--- src/rtl/core/apu_nch_pkg.sv ---
// Package with the request and response types and the constants of the noise channel.
package apu_nch_pkg;

	typedef enum logic [2:0] {
		OP_WRITE  = 3'd0,
		OP_READ   = 3'd1,
		OP_FREQ   = 3'd2,
		OP_LENGTH = 3'd3,
		OP_ENV    = 3'd4
	} op_t;

	localparam logic [1:0] REG_LENGTH  = 2'd0;
	localparam logic [1:0] REG_ENVELOPE = 2'd1;
	localparam logic [1:0] REG_FREQ    = 2'd2;
	localparam logic [1:0] REG_CONTROL = 2'd3;

	localparam int PERIOD_W = 20;
	localparam int LENGTH_W = 7;
	localparam logic [LENGTH_W-1:0] LENGTH_FULL = 7'd64;
	localparam logic [3:0] SHIFT_LIMIT = 4'd14;
	localparam logic [3:0] VOLUME_MAX = 4'd15;

	typedef struct packed {
		logic [2:0] op;
		logic [1:0] reg_index;
		logic [7:0] write_data;
	} req_t;

	typedef struct packed {
		logic [7:0] read_data;
		logic [3:0] sample;
		logic       channel_on;
	} rsp_t;

	typedef struct packed {
		logic valid;
		req_t req;
	} stage_t;

	function automatic logic [PERIOD_W-1:0] divider_reload(input logic [7:0] freq_reg);
		logic [6:0] base;
		logic [PERIOD_W+14:0] wide;
		base = (freq_reg[2:0] == 3'd0) ? 7'd8 : {freq_reg[2:0], 4'b0000};
		wide = {{(PERIOD_W + 8){1'b0}}, base} << freq_reg[7:4];
		return wide[PERIOD_W-1:0];
	endfunction

endpackage

--- src/rtl/core/apu_noise_channel_unit.sv ---
// Top level of the noise sound channel: input register, event core and response register.
// A request is held in the input register, its response then in the response register.
// Throughput: one request per cycle while rsp_stall is low; the event update is combinational.
// Reset: arst_n clears the register file, all channel state and both valid flags.
// The channel comes out of reset powered off with a zero shift register and volume.
module apu_noise_channel_unit (
	input  logic              clk,
	input  logic              arst_n,
	input  logic              req_valid,
	output logic              req_stall,
	input  apu_nch_pkg::req_t req,
	output logic              rsp_valid,
	input  logic              rsp_stall,
	output apu_nch_pkg::rsp_t rsp
);
	import apu_nch_pkg::*;

	stage_t stage;
	rsp_t rsp_next;
	logic fire;

	apu_nch_in_stage u_in_stage (
		.clk       (clk),
		.arst_n    (arst_n),
		.req_valid (req_valid),
		.req       (req),
		.fire      (fire),
		.req_stall (req_stall),
		.stage     (stage)
	);

	apu_nch_core u_core (
		.clk       (clk),
		.arst_n    (arst_n),
		.stage_req (stage.req),
		.fire      (fire),
		.rsp_next  (rsp_next)
	);

	apu_nch_out_reg u_out_reg (
		.clk       (clk),
		.arst_n    (arst_n),
		.in_valid  (stage.valid),
		.rsp_next  (rsp_next),
		.rsp_stall (rsp_stall),
		.fire      (fire),
		.rsp_valid (rsp_valid),
		.rsp       (rsp)
	);
endmodule

--- src/rtl/core/apu_nch_in_stage.sv ---
// Input register stage that holds one request until the core takes it.
module apu_nch_in_stage (
	input  logic              clk,
	input  logic              arst_n,
	input  logic              req_valid,
	input  apu_nch_pkg::req_t req,
	input  logic              fire,
	output logic              req_stall,
	output apu_nch_pkg::stage_t stage
);
	import apu_nch_pkg::*;

	logic valid_s1;
	req_t req_s1;
	logic take;

	assign req_stall = valid_s1 && !fire;
	assign take = req_valid && !req_stall;

	always_ff @(posedge clk or negedge arst_n) begin
		if (!arst_n) begin
			valid_s1 <= 1'b0;
		end else if (take) begin
			valid_s1 <= 1'b1;
		end else if (fire) begin
			valid_s1 <= 1'b0;
		end
	end

	always_ff @(posedge clk) begin
		if (take) begin
			req_s1 <= req;
		end
	end

	assign stage.valid = valid_s1;
	assign stage.req = req_s1;
endmodule

--- src/rtl/core/apu_nch_core.sv ---
// Channel state and the combinational event update that also forms the response.
module apu_nch_core (
	input  logic                clk,
	input  logic                arst_n,
	input  apu_nch_pkg::req_t   stage_req,
	input  logic                fire,
	output apu_nch_pkg::rsp_t   rsp_next
);
	import apu_nch_pkg::*;

	logic [7:0] reg_file_q [4];
	logic [LENGTH_W-1:0] length_q;
	logic [3:0] volume_q;
	logic [2:0] env_q;
	logic [PERIOD_W-1:0] period_q;
	logic [15:0] shift_q;
	logic powered_q;

	logic [7:0] reg_d [4];
	logic [LENGTH_W-1:0] length_d;
	logic [3:0] volume_d;
	logic [2:0] env_d;
	logic [PERIOD_W-1:0] period_d;
	logic [PERIOD_W-1:0] period_dec;
	logic [15:0] shift_d;
	logic [15:0] shift_fb;
	logic powered_d;
	logic fb;
	logic [7:0] rd;
	req_t rq;

	assign rq = stage_req;
	assign period_dec = period_q - {{(PERIOD_W-1){1'b0}}, 1'b1};
	assign fb = ~(shift_q[0] ^ shift_q[1]);

	always_comb begin
		shift_fb = {fb, shift_q[14:0]};
		if (reg_file_q[REG_FREQ][3]) begin
			shift_fb[7] = fb;
		end
	end

	always_comb begin
		reg_d = reg_file_q;
		length_d = length_q;
		volume_d = volume_q;
		env_d = env_q;
		period_d = period_q;
		shift_d = shift_q;
		powered_d = powered_q;
		rd = 8'd0;
		case (rq.op)
			OP_WRITE: begin
				reg_d[rq.reg_index] = rq.write_data;
				if (rq.reg_index == REG_LENGTH) begin
					length_d = LENGTH_FULL - {1'b0, rq.write_data[5:0]};
				end else if (rq.reg_index == REG_CONTROL && rq.write_data[7]) begin
					powered_d = 1'b1;
					period_d = divider_reload(reg_file_q[REG_FREQ]);
					volume_d = reg_file_q[REG_ENVELOPE][7:4];
					if (length_q == '0) begin
						length_d = LENGTH_FULL - {1'b0, reg_file_q[REG_LENGTH][5:0]};
					end
					env_d = reg_file_q[REG_ENVELOPE][2:0];
					shift_d = '0;
				end
			end
			OP_READ: begin
				rd = reg_file_q[rq.reg_index];
			end
			OP_FREQ: begin
				if (reg_file_q[REG_ENVELOPE][7:3] == 5'd0) begin
					powered_d = 1'b0;
				end
				if (reg_file_q[REG_FREQ][7:4] < SHIFT_LIMIT && powered_d) begin
					if (period_dec != '0) begin
						period_d = period_dec;
					end else begin
						period_d = divider_reload(reg_file_q[REG_FREQ]);
						shift_d = {1'b0, shift_fb[15:1]};
					end
				end
			end
			OP_LENGTH: begin
				if (reg_file_q[REG_CONTROL][6] && length_q != '0) begin
					length_d = length_q - {{(LENGTH_W-1){1'b0}}, 1'b1};
					if (length_d == '0) begin
						powered_d = 1'b0;
					end
				end
			end
			OP_ENV: begin
				if (reg_file_q[REG_ENVELOPE][2:0] != 3'd0) begin
					env_d = env_q - 3'd1;
					if (env_d == 3'd0) begin
						env_d = reg_file_q[REG_ENVELOPE][2:0];
						if (reg_file_q[REG_ENVELOPE][3]) begin
							if (volume_q < VOLUME_MAX) begin
								volume_d = volume_q + 4'd1;
							end
						end else if (volume_q != 4'd0) begin
							volume_d = volume_q - 4'd1;
						end
					end
				end
			end
			default: begin
			end
		endcase
	end

	always_ff @(posedge clk or negedge arst_n) begin
		if (!arst_n) begin
			for (int i = 0; i < 4; i++) begin
				reg_file_q[i] <= 8'd0;
			end
			length_q <= '0;
			volume_q <= '0;
			env_q <= '0;
			period_q <= '0;
			shift_q <= '0;
			powered_q <= 1'b0;
		end else if (fire) begin
			reg_file_q <= reg_d;
			length_q <= length_d;
			volume_q <= volume_d;
			env_q <= env_d;
			period_q <= period_d;
			shift_q <= shift_d;
			powered_q <= powered_d;
		end
	end

	assign rsp_next.read_data = rd;
	assign rsp_next.sample = shift_d[0] ? volume_d : 4'd0;
	assign rsp_next.channel_on = powered_d;
endmodule

--- src/rtl/core/apu_nch_out_reg.sv ---
// Response register that holds a finished response until the consumer takes it.
module apu_nch_out_reg (
	input  logic              clk,
	input  logic              arst_n,
	input  logic              in_valid,
	input  apu_nch_pkg::rsp_t rsp_next,
	input  logic              rsp_stall,
	output logic              fire,
	output logic              rsp_valid,
	output apu_nch_pkg::rsp_t rsp
);
	import apu_nch_pkg::*;

	logic valid_q;
	rsp_t rsp_q;

	assign fire = in_valid && (!valid_q || !rsp_stall);

	always_ff @(posedge clk or negedge arst_n) begin
		if (!arst_n) begin
			valid_q <= 1'b0;
		end else if (fire) begin
			valid_q <= 1'b1;
		end else if (!rsp_stall) begin
			valid_q <= 1'b0;
		end
	end

	always_ff @(posedge clk) begin
		if (fire) begin
			rsp_q <= rsp_next;
		end
	end

	assign rsp_valid = valid_q;
	assign rsp = rsp_q;
endmodule

--- config.mk ---
export PLATFORM = sky130hd
export DESIGN_NAME = apu_noise_channel_unit
export DESIGN_NICKNAME = d
export VERILOG_FILES = /design/src/rtl/core/apu_nch_pkg.sv /design/src/rtl/core/apu_noise_channel_unit.sv /design/src/rtl/core/apu_nch_in_stage.sv /design/src/rtl/core/apu_nch_core.sv /design/src/rtl/core/apu_nch_out_reg.sv
export SDC_FILE = /design/constraint.sdc
export NUM_CORES = 1
export LEC_CHECK = 0
export BUFFER_PORTS_ARGS = -buffer_cell sky130_fd_sc_hd__buf_2
export CAP_MARGIN = 20
export CELL_PAD_IN_SITES_DETAIL_PLACEMENT = 0
export CELL_PAD_IN_SITES_GLOBAL_PLACEMENT = 1
export CORE_MARGIN = 1.5
export CORE_UTILIZATION = 45
export DETAILED_ROUTE_END_ITERATION = 6
export PLACE_DENSITY = 0.78
export SYNTH_ARGS = -nofsm -noshare
export SYNTH_HDL_FRONTEND = slang
export SYNTH_SLANG_ARGS = --single-unit
--- constraint.sdc ---
create_clock -name clk -period 3.42 [get_ports clk]
set_input_delay 0 -clock clk [delete_from_list [all_inputs] [get_ports clk]]
set_output_delay 0 -clock clk [all_outputs]
set_load 0.01 [all_outputs]
# --- Word-level counts from Yosys, hierarchy flattened ---
# Cells that the tools add are included.
classes:
  n_addsub: 7
  n_mul: 0
  div_mod_pow: 0
  order_cmp: 4
  n_eq_ne: 14
  shift: 1
  muxes: 47
  n_bitwise: 3
  reduce_logical: 32
ops:
  columns: ["cell", "count"]
  rows:
  - ["20-bit two-way mux", 4]
  - ["15-bit two-way mux", 4]
  - ["20-bit one-hot mux with 2 select lines", 1]
  - ["7-bit two-way mux", 5]
  - ["32-bit bitwise mux", 1]
  - ["15-bit one-hot mux with 2 select lines", 1]
  - ["4-bit two-way mux", 7]
  - ["8-bit two-way mux", 3]
  - ["20-bit nonzero test", 1]
  - ["7-bit by 4-bit << shifter with 20-bit output", 1]
  - ["20-bit by 1-bit subtractor with 20-bit output (second input constant)", 1]
  - ["8-bit binary-select mux with 2-bit select", 1]
  - ["8-bit demux with 2-bit select", 1]
  - ["5-bit AND reduction", 3]
  - ["7-bit logical NOT", 2]
  - ["7-bit one-hot mux with 2 select lines", 1]
  - ["7-bit by 6-bit subtractor with 7-bit output (first input constant)", 2]
  - ["3-bit two-way mux", 4]
  - ["1-bit two-way mux", 11]
  - ["2-bit by 1-bit != test with 1-bit output (second input constant)", 5]
  - ["3-bit logical NOT", 3]
  - ["4-bit less-than comparator (second input constant)", 2]
  - ["4-bit one-hot mux with 2 select lines", 1]
  - ["2-bit nonzero test", 4]
  - ["other kinds (27)", 39]
word_totals:
  reg_bits: 110
  latchBits: 0
  mem_bits_rw: 0
  rom_bits: 0
  input_bits: 17
  out_inout_bits: 15
  word_cells: 127
  memories: 0

# --- Longest topological paths before layout ---
# Gate-level depths: netlist of run 1.
logic_depth:
  depth_word: 8
  depth_mapped: 11
  ltp_nobuf: 9

# --- Cells and area by module ---
# Synthesis of run 1 repeated with hierarchy kept, for this count alone.
hier_totals:
  cells_unflattened: 625
  hier_area_um2: 6274.8
by_module_without_submodules:
  columns: ["mod", "n_inst", "cells_per_inst", "area_each_um2", "seq_area_each_um2"]
  rows:
  - ["apu_nch_core", 1, 590, 5385.2, 2052.0]
  - ["apu_nch_in_stage", 1, 19, 455.4, 415.4]
  - ["apu_nch_out_reg", 1, 16, 434.2, 415.4]

# --- Worst setup path before layout of run 1 ---
# OpenSTA, ideal clock, no wires.
synth_path:
  kind: "reg2reg"
  startpoint: "reg u_core.period_q[0]"
  endpoint: "reg u_core.shift_q[10]"
  setup_time_ns: 0.121
  arrival_ns: 2.651
  required_ns: 3.299
  setup_slack_ns: 0.648
  stages_incl_launch_ff: 12
  n_path_buf: 2
  synth_period_minus_slack_ns: 2.772
  cell_sequence: "dfrtp_1 > inv_1 > ha_1 > nand2b_1 > or4b_1 > a2111oi_2 > o211a_1 > and4bb_1 > buf_6 > o21ai_4 > buf_6 > a22o_1"
synth_between:
  elab_chain_len: 4
synth_rtl:
  columns: ["element", "line_no", "rtl"]
  rows:
  - ["start: declaration", "apu_nch_core.sv:15", "logic [PERIOD_W-1:0] period_q;"]
  - ["start signal: assignment", "apu_nch_core.sv:128", "period_q <= period_d;"]
  - ["20-bit by 1-bit subtractor with 20-bit output", "apu_nch_core.sv:33", "assign period_dec = period_q - {{(PERIOD_W-1){1'b0}}, 1'b1};"]
  - ["20-bit nonzero test", "apu_nch_core.sv:76", "if (period_dec != '0) begin"]
  - ["2-bit != test (no line)", null, null]
  - ["6-bit AND reduction (no line)", null, null]
  - ["end signal: assignment", "apu_nch_core.sv:129", "shift_q <= shift_d;"]
  - ["end: declaration", "apu_nch_core.sv:16", "logic [15:0] shift_q;"]
# No other way between the ends.
# A chain may end at the register's enable or synchronous reset.

# --- Worst setup path after layout of run 1 ---
layout_path:
  startpoint: "reg u_core.period_q[0]"
  endpoint: "reg u_core.period_q[12]"
layout_between:
  elab_chain_len: 5
layout_rtl:
  columns: ["element", "line_no", "rtl"]
  rows:
  - ["20-bit by 1-bit subtractor with 20-bit output (*)", "apu_nch_core.sv:33", null]
  - ["20-bit nonzero test", "apu_nch_core.sv:76", null]
  - ["20-bit two-way mux (*)", "apu_nch_core.sv:76", null]
  - ["20-bit two-way mux (*)", "apu_nch_core.sv:75", "if (reg_file_q[REG_FREQ][7:4] < SHIFT_LIMIT && powered_d) begin"]
  - ["20-bit one-hot mux with 2 select lines (*)", "apu_nch_core.sv:52", "case (rq.op)"]
# Mark *: on every way between the ends. The rest lies on a longest branch, timed or not. The select of a mux whose other input is x is not followed.

==> results.tsv, run 1 <==
metric	value	unit
path_cells	inv_1, ha_1, nand2b_1, or4b_1, a2111oi_2, o211a_1, and4bb_1, buf_4, nor2_1, o311ai_0	
drt_first_pass_iters	5	
cts_setup_buffers	0	
fin_nets	676	
dp_hpwl	11300	um
synth_edf_count	26	
cts_tree	yes	
vias	5114	
fin_tns_setup	0	ns
slowest_delay	0.53	ns
synthesis.area	6300	um^2
track_usage	22.9	%
multi_input_area	3170	um^2
cap_violations	0	
dr_wl_met2	8040	um
worstPathArrival	3.40	ns
finalMaxSlewViolations	0	
fin_crit_sh	92.3	%
fillers	1258	
rows	43	
grt_pass1_vias	4959	
die_w	121	um
yosysUniqueCellTypes	79	
power_leakage	2.92	nW
worstPathRequired	3.66	ns
crit_fanout	9	
grt_overflow	0	
vias_per_cell	6.13	
drtAntennaViolNets	0	
antennaDiodeCount	0	
clk_path_buf_depth	2	
crit_type	flop to flop	
wirelength	16200	um
cts_max_level	3	
tightestPinTransition	1.03	ns
min-delay-path-class	input port to asynchronous set/reset pin	
antenna_found_initial	0	
portBuffers	31	
ys_seq_area_share	45.8	%
drt_iter0_markers	577	
die-area	14700	um^2
clock-skew-final	0.00859	ns
syn_area_per_cell	10.4	um^2
final_cell_count_no_fill	834	
routed.top_layer	met4	
insertion_delay	0.36	ns
setup_violations	0	
period_needed	3.16	ns
drive_gt1_share	19.0	%
seqCellArea	2880	um^2
grt_pass1_wl	26000	um
die_h	121	um
powerDensity	585	nW/um^2
final_common_cell	dfrtp_1	
clk_pin_slew_worst_paths	0.08	ns
max_slew_margin	31.6	%
timing.final.ws_setup	0.263	ns
yosys_most_used_dff	dfrtp_1	
synth_seq_cells	110	
critPathCaptureType	flop	
coreArea	13800	um^2
hold_viol_final	0	
cts_made_buffers	9	
final_cell_mix	dfrtp_1, nor2_1, nand2_1	
grt_max_degree	70	
fin_util	51.8	%
wl_met1	7250	um
gp_congestion	0.887	
vdd_drop_max	0.000417	V
clock-root-buffer	clkbuf_16	
place_ws	0.284	ns
crit_path_start_kind	flop	
wl_met3	634	um
syn_inst	608	
pin_count	32	
cts_sinks	110	
synth_warnings	0	
fmax	317	MHz
area_delta_synth_final	13.3	%
async_flop_share	76.4	%
r2r_slack	0.26	ns
start_util	45.7	%
cp_slowest_cell	or4b_1	
drc	0	
rsz0062_at_grt	no	
synth_nets	635	
status	complete, no violations	
post-place-cells	801	
wl_per_cell	19.4	um
critical path, delay by kind of cell, from the launching register on:
kind	cells	cell delay (ns)
simple gates	4	1.07
compound gates	3	0.90
buf+inv	2	0.33
flops	1	0.44
fa+ha+maj	1	0.29
power breakdown:
group / internal [mW] / total [mW] / switching [mW]
sequential: 1.58 / 1.91 / 0.338
combinational: 0.550 / 1.18 / 0.631
clock: 0.527 / 1.08 / 0.556
total: 2.65 / 4.18 / 1.52
final cells by class:
cell class	instances	area share, %
multi-input combinational	438	44.4
sequential	110	40.4
timing repair buffer	66	6.48
clock buffer	9	3.15
tap	180	3.15
inverter	24	1.26
clock inverter	7	1.17
metrics by stage:
step | hold WS (ns) | power [mW] | instance area, um^2
global route | 0.326 | 4.42 | 7140
global placement | 0.176 | 3.04 | 6650
detailed placement | 0.178 | 3.08 | 6650
CTS | 0.334 | 4.18 | 7130
finish | 0.289 | 4.18 | 7140
floorplan | -0.296 | 2.73 | 6300
repair_timing:
item,in CTS,in global routing
hold buffers,17,0
endpoints found under the setup margin,0,1
endpoints found under the hold margin,83,0
gates resized for setup,0,1
final timing paths:
check | from | endpoint | depth (start not counted)
min in group clk | req[4] | u_in_stage.stage[4] | 2
max | u_core.period_q[0] | u_core.period_q[12] | 10
max in group asynchronous | arst_n | u_core.reg_file_q[3] | 3
max reg2reg | u_core.period_q[0] | u_core.period_q[12] | 10
min reg2reg | u_core.shift_q[14] | u_core.shift_q[13] | 1
min | arst_n | u_core.period_q[1] | 2
state kept, by name, indices dropped and copies added, names as in the netlist:
register and flops:
u_core.volume_q 4, u_in_stage.stage 13, u_out_reg.rsp_valid 1, u_out_reg.rsp 13, u_core.shift_q 15, u_core.powered_q 1, u_core.reg_file_q 32, u_core.env_q 3
u_in_stage.valid_s1 1, u_core.period_q 20, u_core.length_q 7
synthesized netlist by cell type, types with 10 or more instances:
master    number  area share, %
edfxtp_1      26             12
xnor2_1       10            1.4
nor2_1        42            2.5
mux2i_1       11            1.7
dfrtp_1       84             33
inv_1         24            1.4
a21oi_1       29            2.3
nor2b_1       11            1.1
mux2_2        35            6.3
a22o_1        17            2.4
nand2_1       38            2.3
clkbuf_1      29            1.7
nand3_1       16            1.3
o21ai_0       36            2.9
nor3_1        24            1.9
ha_1          10            2.0
per-layer routing:
metal	up-vias	track usage, %
li1	2385	-
met1	2549	30.2
met2	152	38.0
met3	28	5.22
met4	0	6.47
met5	-	0
logic make-up after synthesis:
group           count (synthesis)  share of synthesized area, %
compound gates                155                          17.5
buf+inv                        60                          4.05
mux                            54                          10.9
fa+ha+maj                      10                          1.99
flops                         110                          45.8
xor+xnor                       14                          1.95
simple gates                  205                          17.9
No activity file was read; power rests on OpenSTA's default activity.
==> run 2: changes to the inputs <==
Settings changed: PLACE_DENSITY 0.78 to default, PLACE_DENSITY_LB_ADDON from default to 0.1.
==> run 2 against run 1 <==
Setup slack got worse by 0.0032 ns. Sequential power barely moved. Global-route usage rose by 0.76 points. Total power fell by 1.3%. Critical path depth fell by 1. Register-to-register slack barely moved. Core utilization rose by 0.055 points. Clock skew rose by 0.0032 ns. Non-clock buffer count rose by 4. Die area did not move. Clock-buffer cell count rose by 2. Clock power fell by 6%. Critical path type unchanged. Critical endpoint is now u_out_reg.rsp[4]. Largest cell class unchanged. Highest routed layer unchanged.
==> results.tsv, run 2 (synthesis gave the netlist of run 1 again) <==
metric	value	unit	change
status	complete, no violations		
grt_max_degree	71		+1.4%
grt_pass1_wl	26600	um	+2.2%
clock-root-buffer	clkbuf_16		
top_regs	u_core.reg_file_q x32, u_core.period_q x20, u_core.shift_q x15		
drtAntennaViolNets	0		unchanged
antennaDiodeCount	0		unchanged
vias	5065		-0.96%
timing.rr.end	u_out_reg.rsp[4]		
dp_hpwl	11700	um	+3.4%
die-area	14700	um^2	unchanged
setup_violations	0		unchanged
crit_type	flop to flop		
fin_util	51.9	%	+0.055 points
final_common_cell	dfrtp_1		
tightestPinTransition	0.962	ns	-0.0636 ns
grt_pass1_vias	4874		-1.7%
seqPwrFrac	46.1	%	+0.3 points
fin_tns_setup	0	ns	unchanged
crit_fanout	6		-3
drive_gt1_share	19.5	%	+0.49 points
cts_max_level	3		unchanged
insertion_delay	0.36	ns	about the same
internal_power	2.66	mW	+0.16%
portBuffers	31		unchanged
clk_pin_slew_worst_paths	0.07	ns	about the same
gp_congestion	0.928		+4.7%
power_leakage	2.93	nW	+0.21%
place_ws	0.0938	ns	-0.190 ns
pwr-share-comb	29.2	%	+0.9 points
grtUsageMet2	40.0	%	+2.1 points
cp_num_cells	9		-1
r2r_slack	0.26	ns	about the same
clk_path_buf_depth	2		unchanged
worstPathRequired	3.62	ns	-0.04 ns
drt_iter0_markers	437		-24%
path_delay_family	simple AND/OR/NAND/NOR gates		
fin_area	7150	um^2	+0.11%
clock-skew-final	0.0117	ns	+0.00316 ns
coreArea	13800	um^2	unchanged
pin_count	32		unchanged
max_slew_margin	35.9	%	+4.3 points
min-delay-path-class	input port to asynchronous set/reset pin		
power.total	4.12	mW	-1.3%
power.switching	1.47	mW	-3.8%
rsz0062_at_grt	no		
p_sw_share	35.6	%	-0.93 points
final_cell_count_no_fill	838		+0.48%
wirelength	16600	um	+2.1%
finalMaxSlewViolations	0		unchanged
cts_tree	yes		
vdd_drop_max	0.000429	V	+2.9%
wl_per_cell	19.8	um	+1.6%
grt_overflow	0		unchanged
fmax	316	MHz	-0.10%
largest-register	u_core.reg_file_q		
die_h	121	um	unchanged
period_needed	3.16	ns	+0.00317 ns
cts_sinks	110		unchanged
largest_reg_flops	32		unchanged
crit_path_start_kind	flop		
start_util	45.7	%	unchanged
cts_setup_buffers	0		unchanged
vias_per_cell	6.04		-1.4%
worstPathArrival	3.36	ns	-0.04 ns
track_usage	23.7	%	+0.76 points
cp_slowest_cell	or4b_1		
critPathCaptureType	flop		
fin_nets	680		+0.59%
grtUsageMet1	30.9	%	+0.77 points
cts_made_buffers	9		unchanged
post-place-cells	804		+0.37%
placed_cell_area	6670	um^2	+0.34%
gr-max-usage-layer	met2		
path_cells	inv_1, ha_1, nand2b_1, or4b_1, a2111oi_2, o211ai_1, nor4_2, mux2_2, a21oi_1		
fin_hold_ws	0.323	ns	+0.0340 ns
cp_num_buf_inv	1		-1
drt_first_pass_iters	5		unchanged
timing.rr.start	u_core.period_q[0]		
hold_viol_final	0		unchanged
timing.final.ws_setup	0.260	ns	-0.00317 ns
powerDensity	577	nW/um^2	-1.4%
area_delta_synth_final	13.5	%	
fin_crit_sh	92.4	%	+0.093 points
rows	43		unchanged
final_cell_mix	dfrtp_1, nor2_1, nand2_1		
cap_violations	0		unchanged
grtUsageMet3	4.09	%	-1.1 points
p_clk_share	24.8	%	-1.1 points
die_w	121	um	unchanged
antenna_found_initial	0		unchanged
drc	0		unchanged
r2r_cells	9		-1
slowest_delay	0.51	ns	-0.02 ns
-- run 2: power by group through the flow --
stage	registers, mW	logic (mW)	clock network, mW
floorplan	1.76	0.970	0
global placement	1.91	1.16	0
detailed placement	1.92	1.17	0
CTS	1.89	1.20	1.04
global route	1.94	1.34	1.09
finish	1.90	1.20	1.02
-- run 2: worst max-delay path by stage --
stage / start / to / slack, ns
6_report: u_core.period_q[0] / u_out_reg.rsp[4] / 0.26
5_1_grt: u_core.period_q[0] / u_out_reg.rsp[2] / 0.04
4_1_cts: u_core.period_q[0] / u_core.period_q[10] / 0.09
3_5_place_dp: u_core.period_q[0] / u_core.period_q[3] / 0.09
3_3_place_gp: u_core.period_q[0] / u_core.period_q[10] / 0.26
2_1_floorplan: u_core.period_q[0] / u_core.shift_q[10] / 0.65
-- run 2: per-layer routing --
layer | vias up | routed length (um)
li1 | 2400 | -
met1 | 2514 | 7380
met2 | 126 | 8320
met5 | - | 0
met4 | 0 | 279
met3 | 25 | 578
-- run 2: area by class of cell --
class,instances,area [um^2]
clock buffer,11,243
clock inverter,5,41.3
fill,1273,6630
inverter,24,90.1
multi-input combinational,438,3170
sequential,110,2880
tap,180,225
timing repair buffer,70,493
-- run 2: repair_timing --
action / 4_1_cts / 5_1_grt
gates resized for setup: 0 / 2
hold buffers: 17 / 0
endpoints found under the setup margin: 0 / 33
hold endpoints to repair: 84 / 0
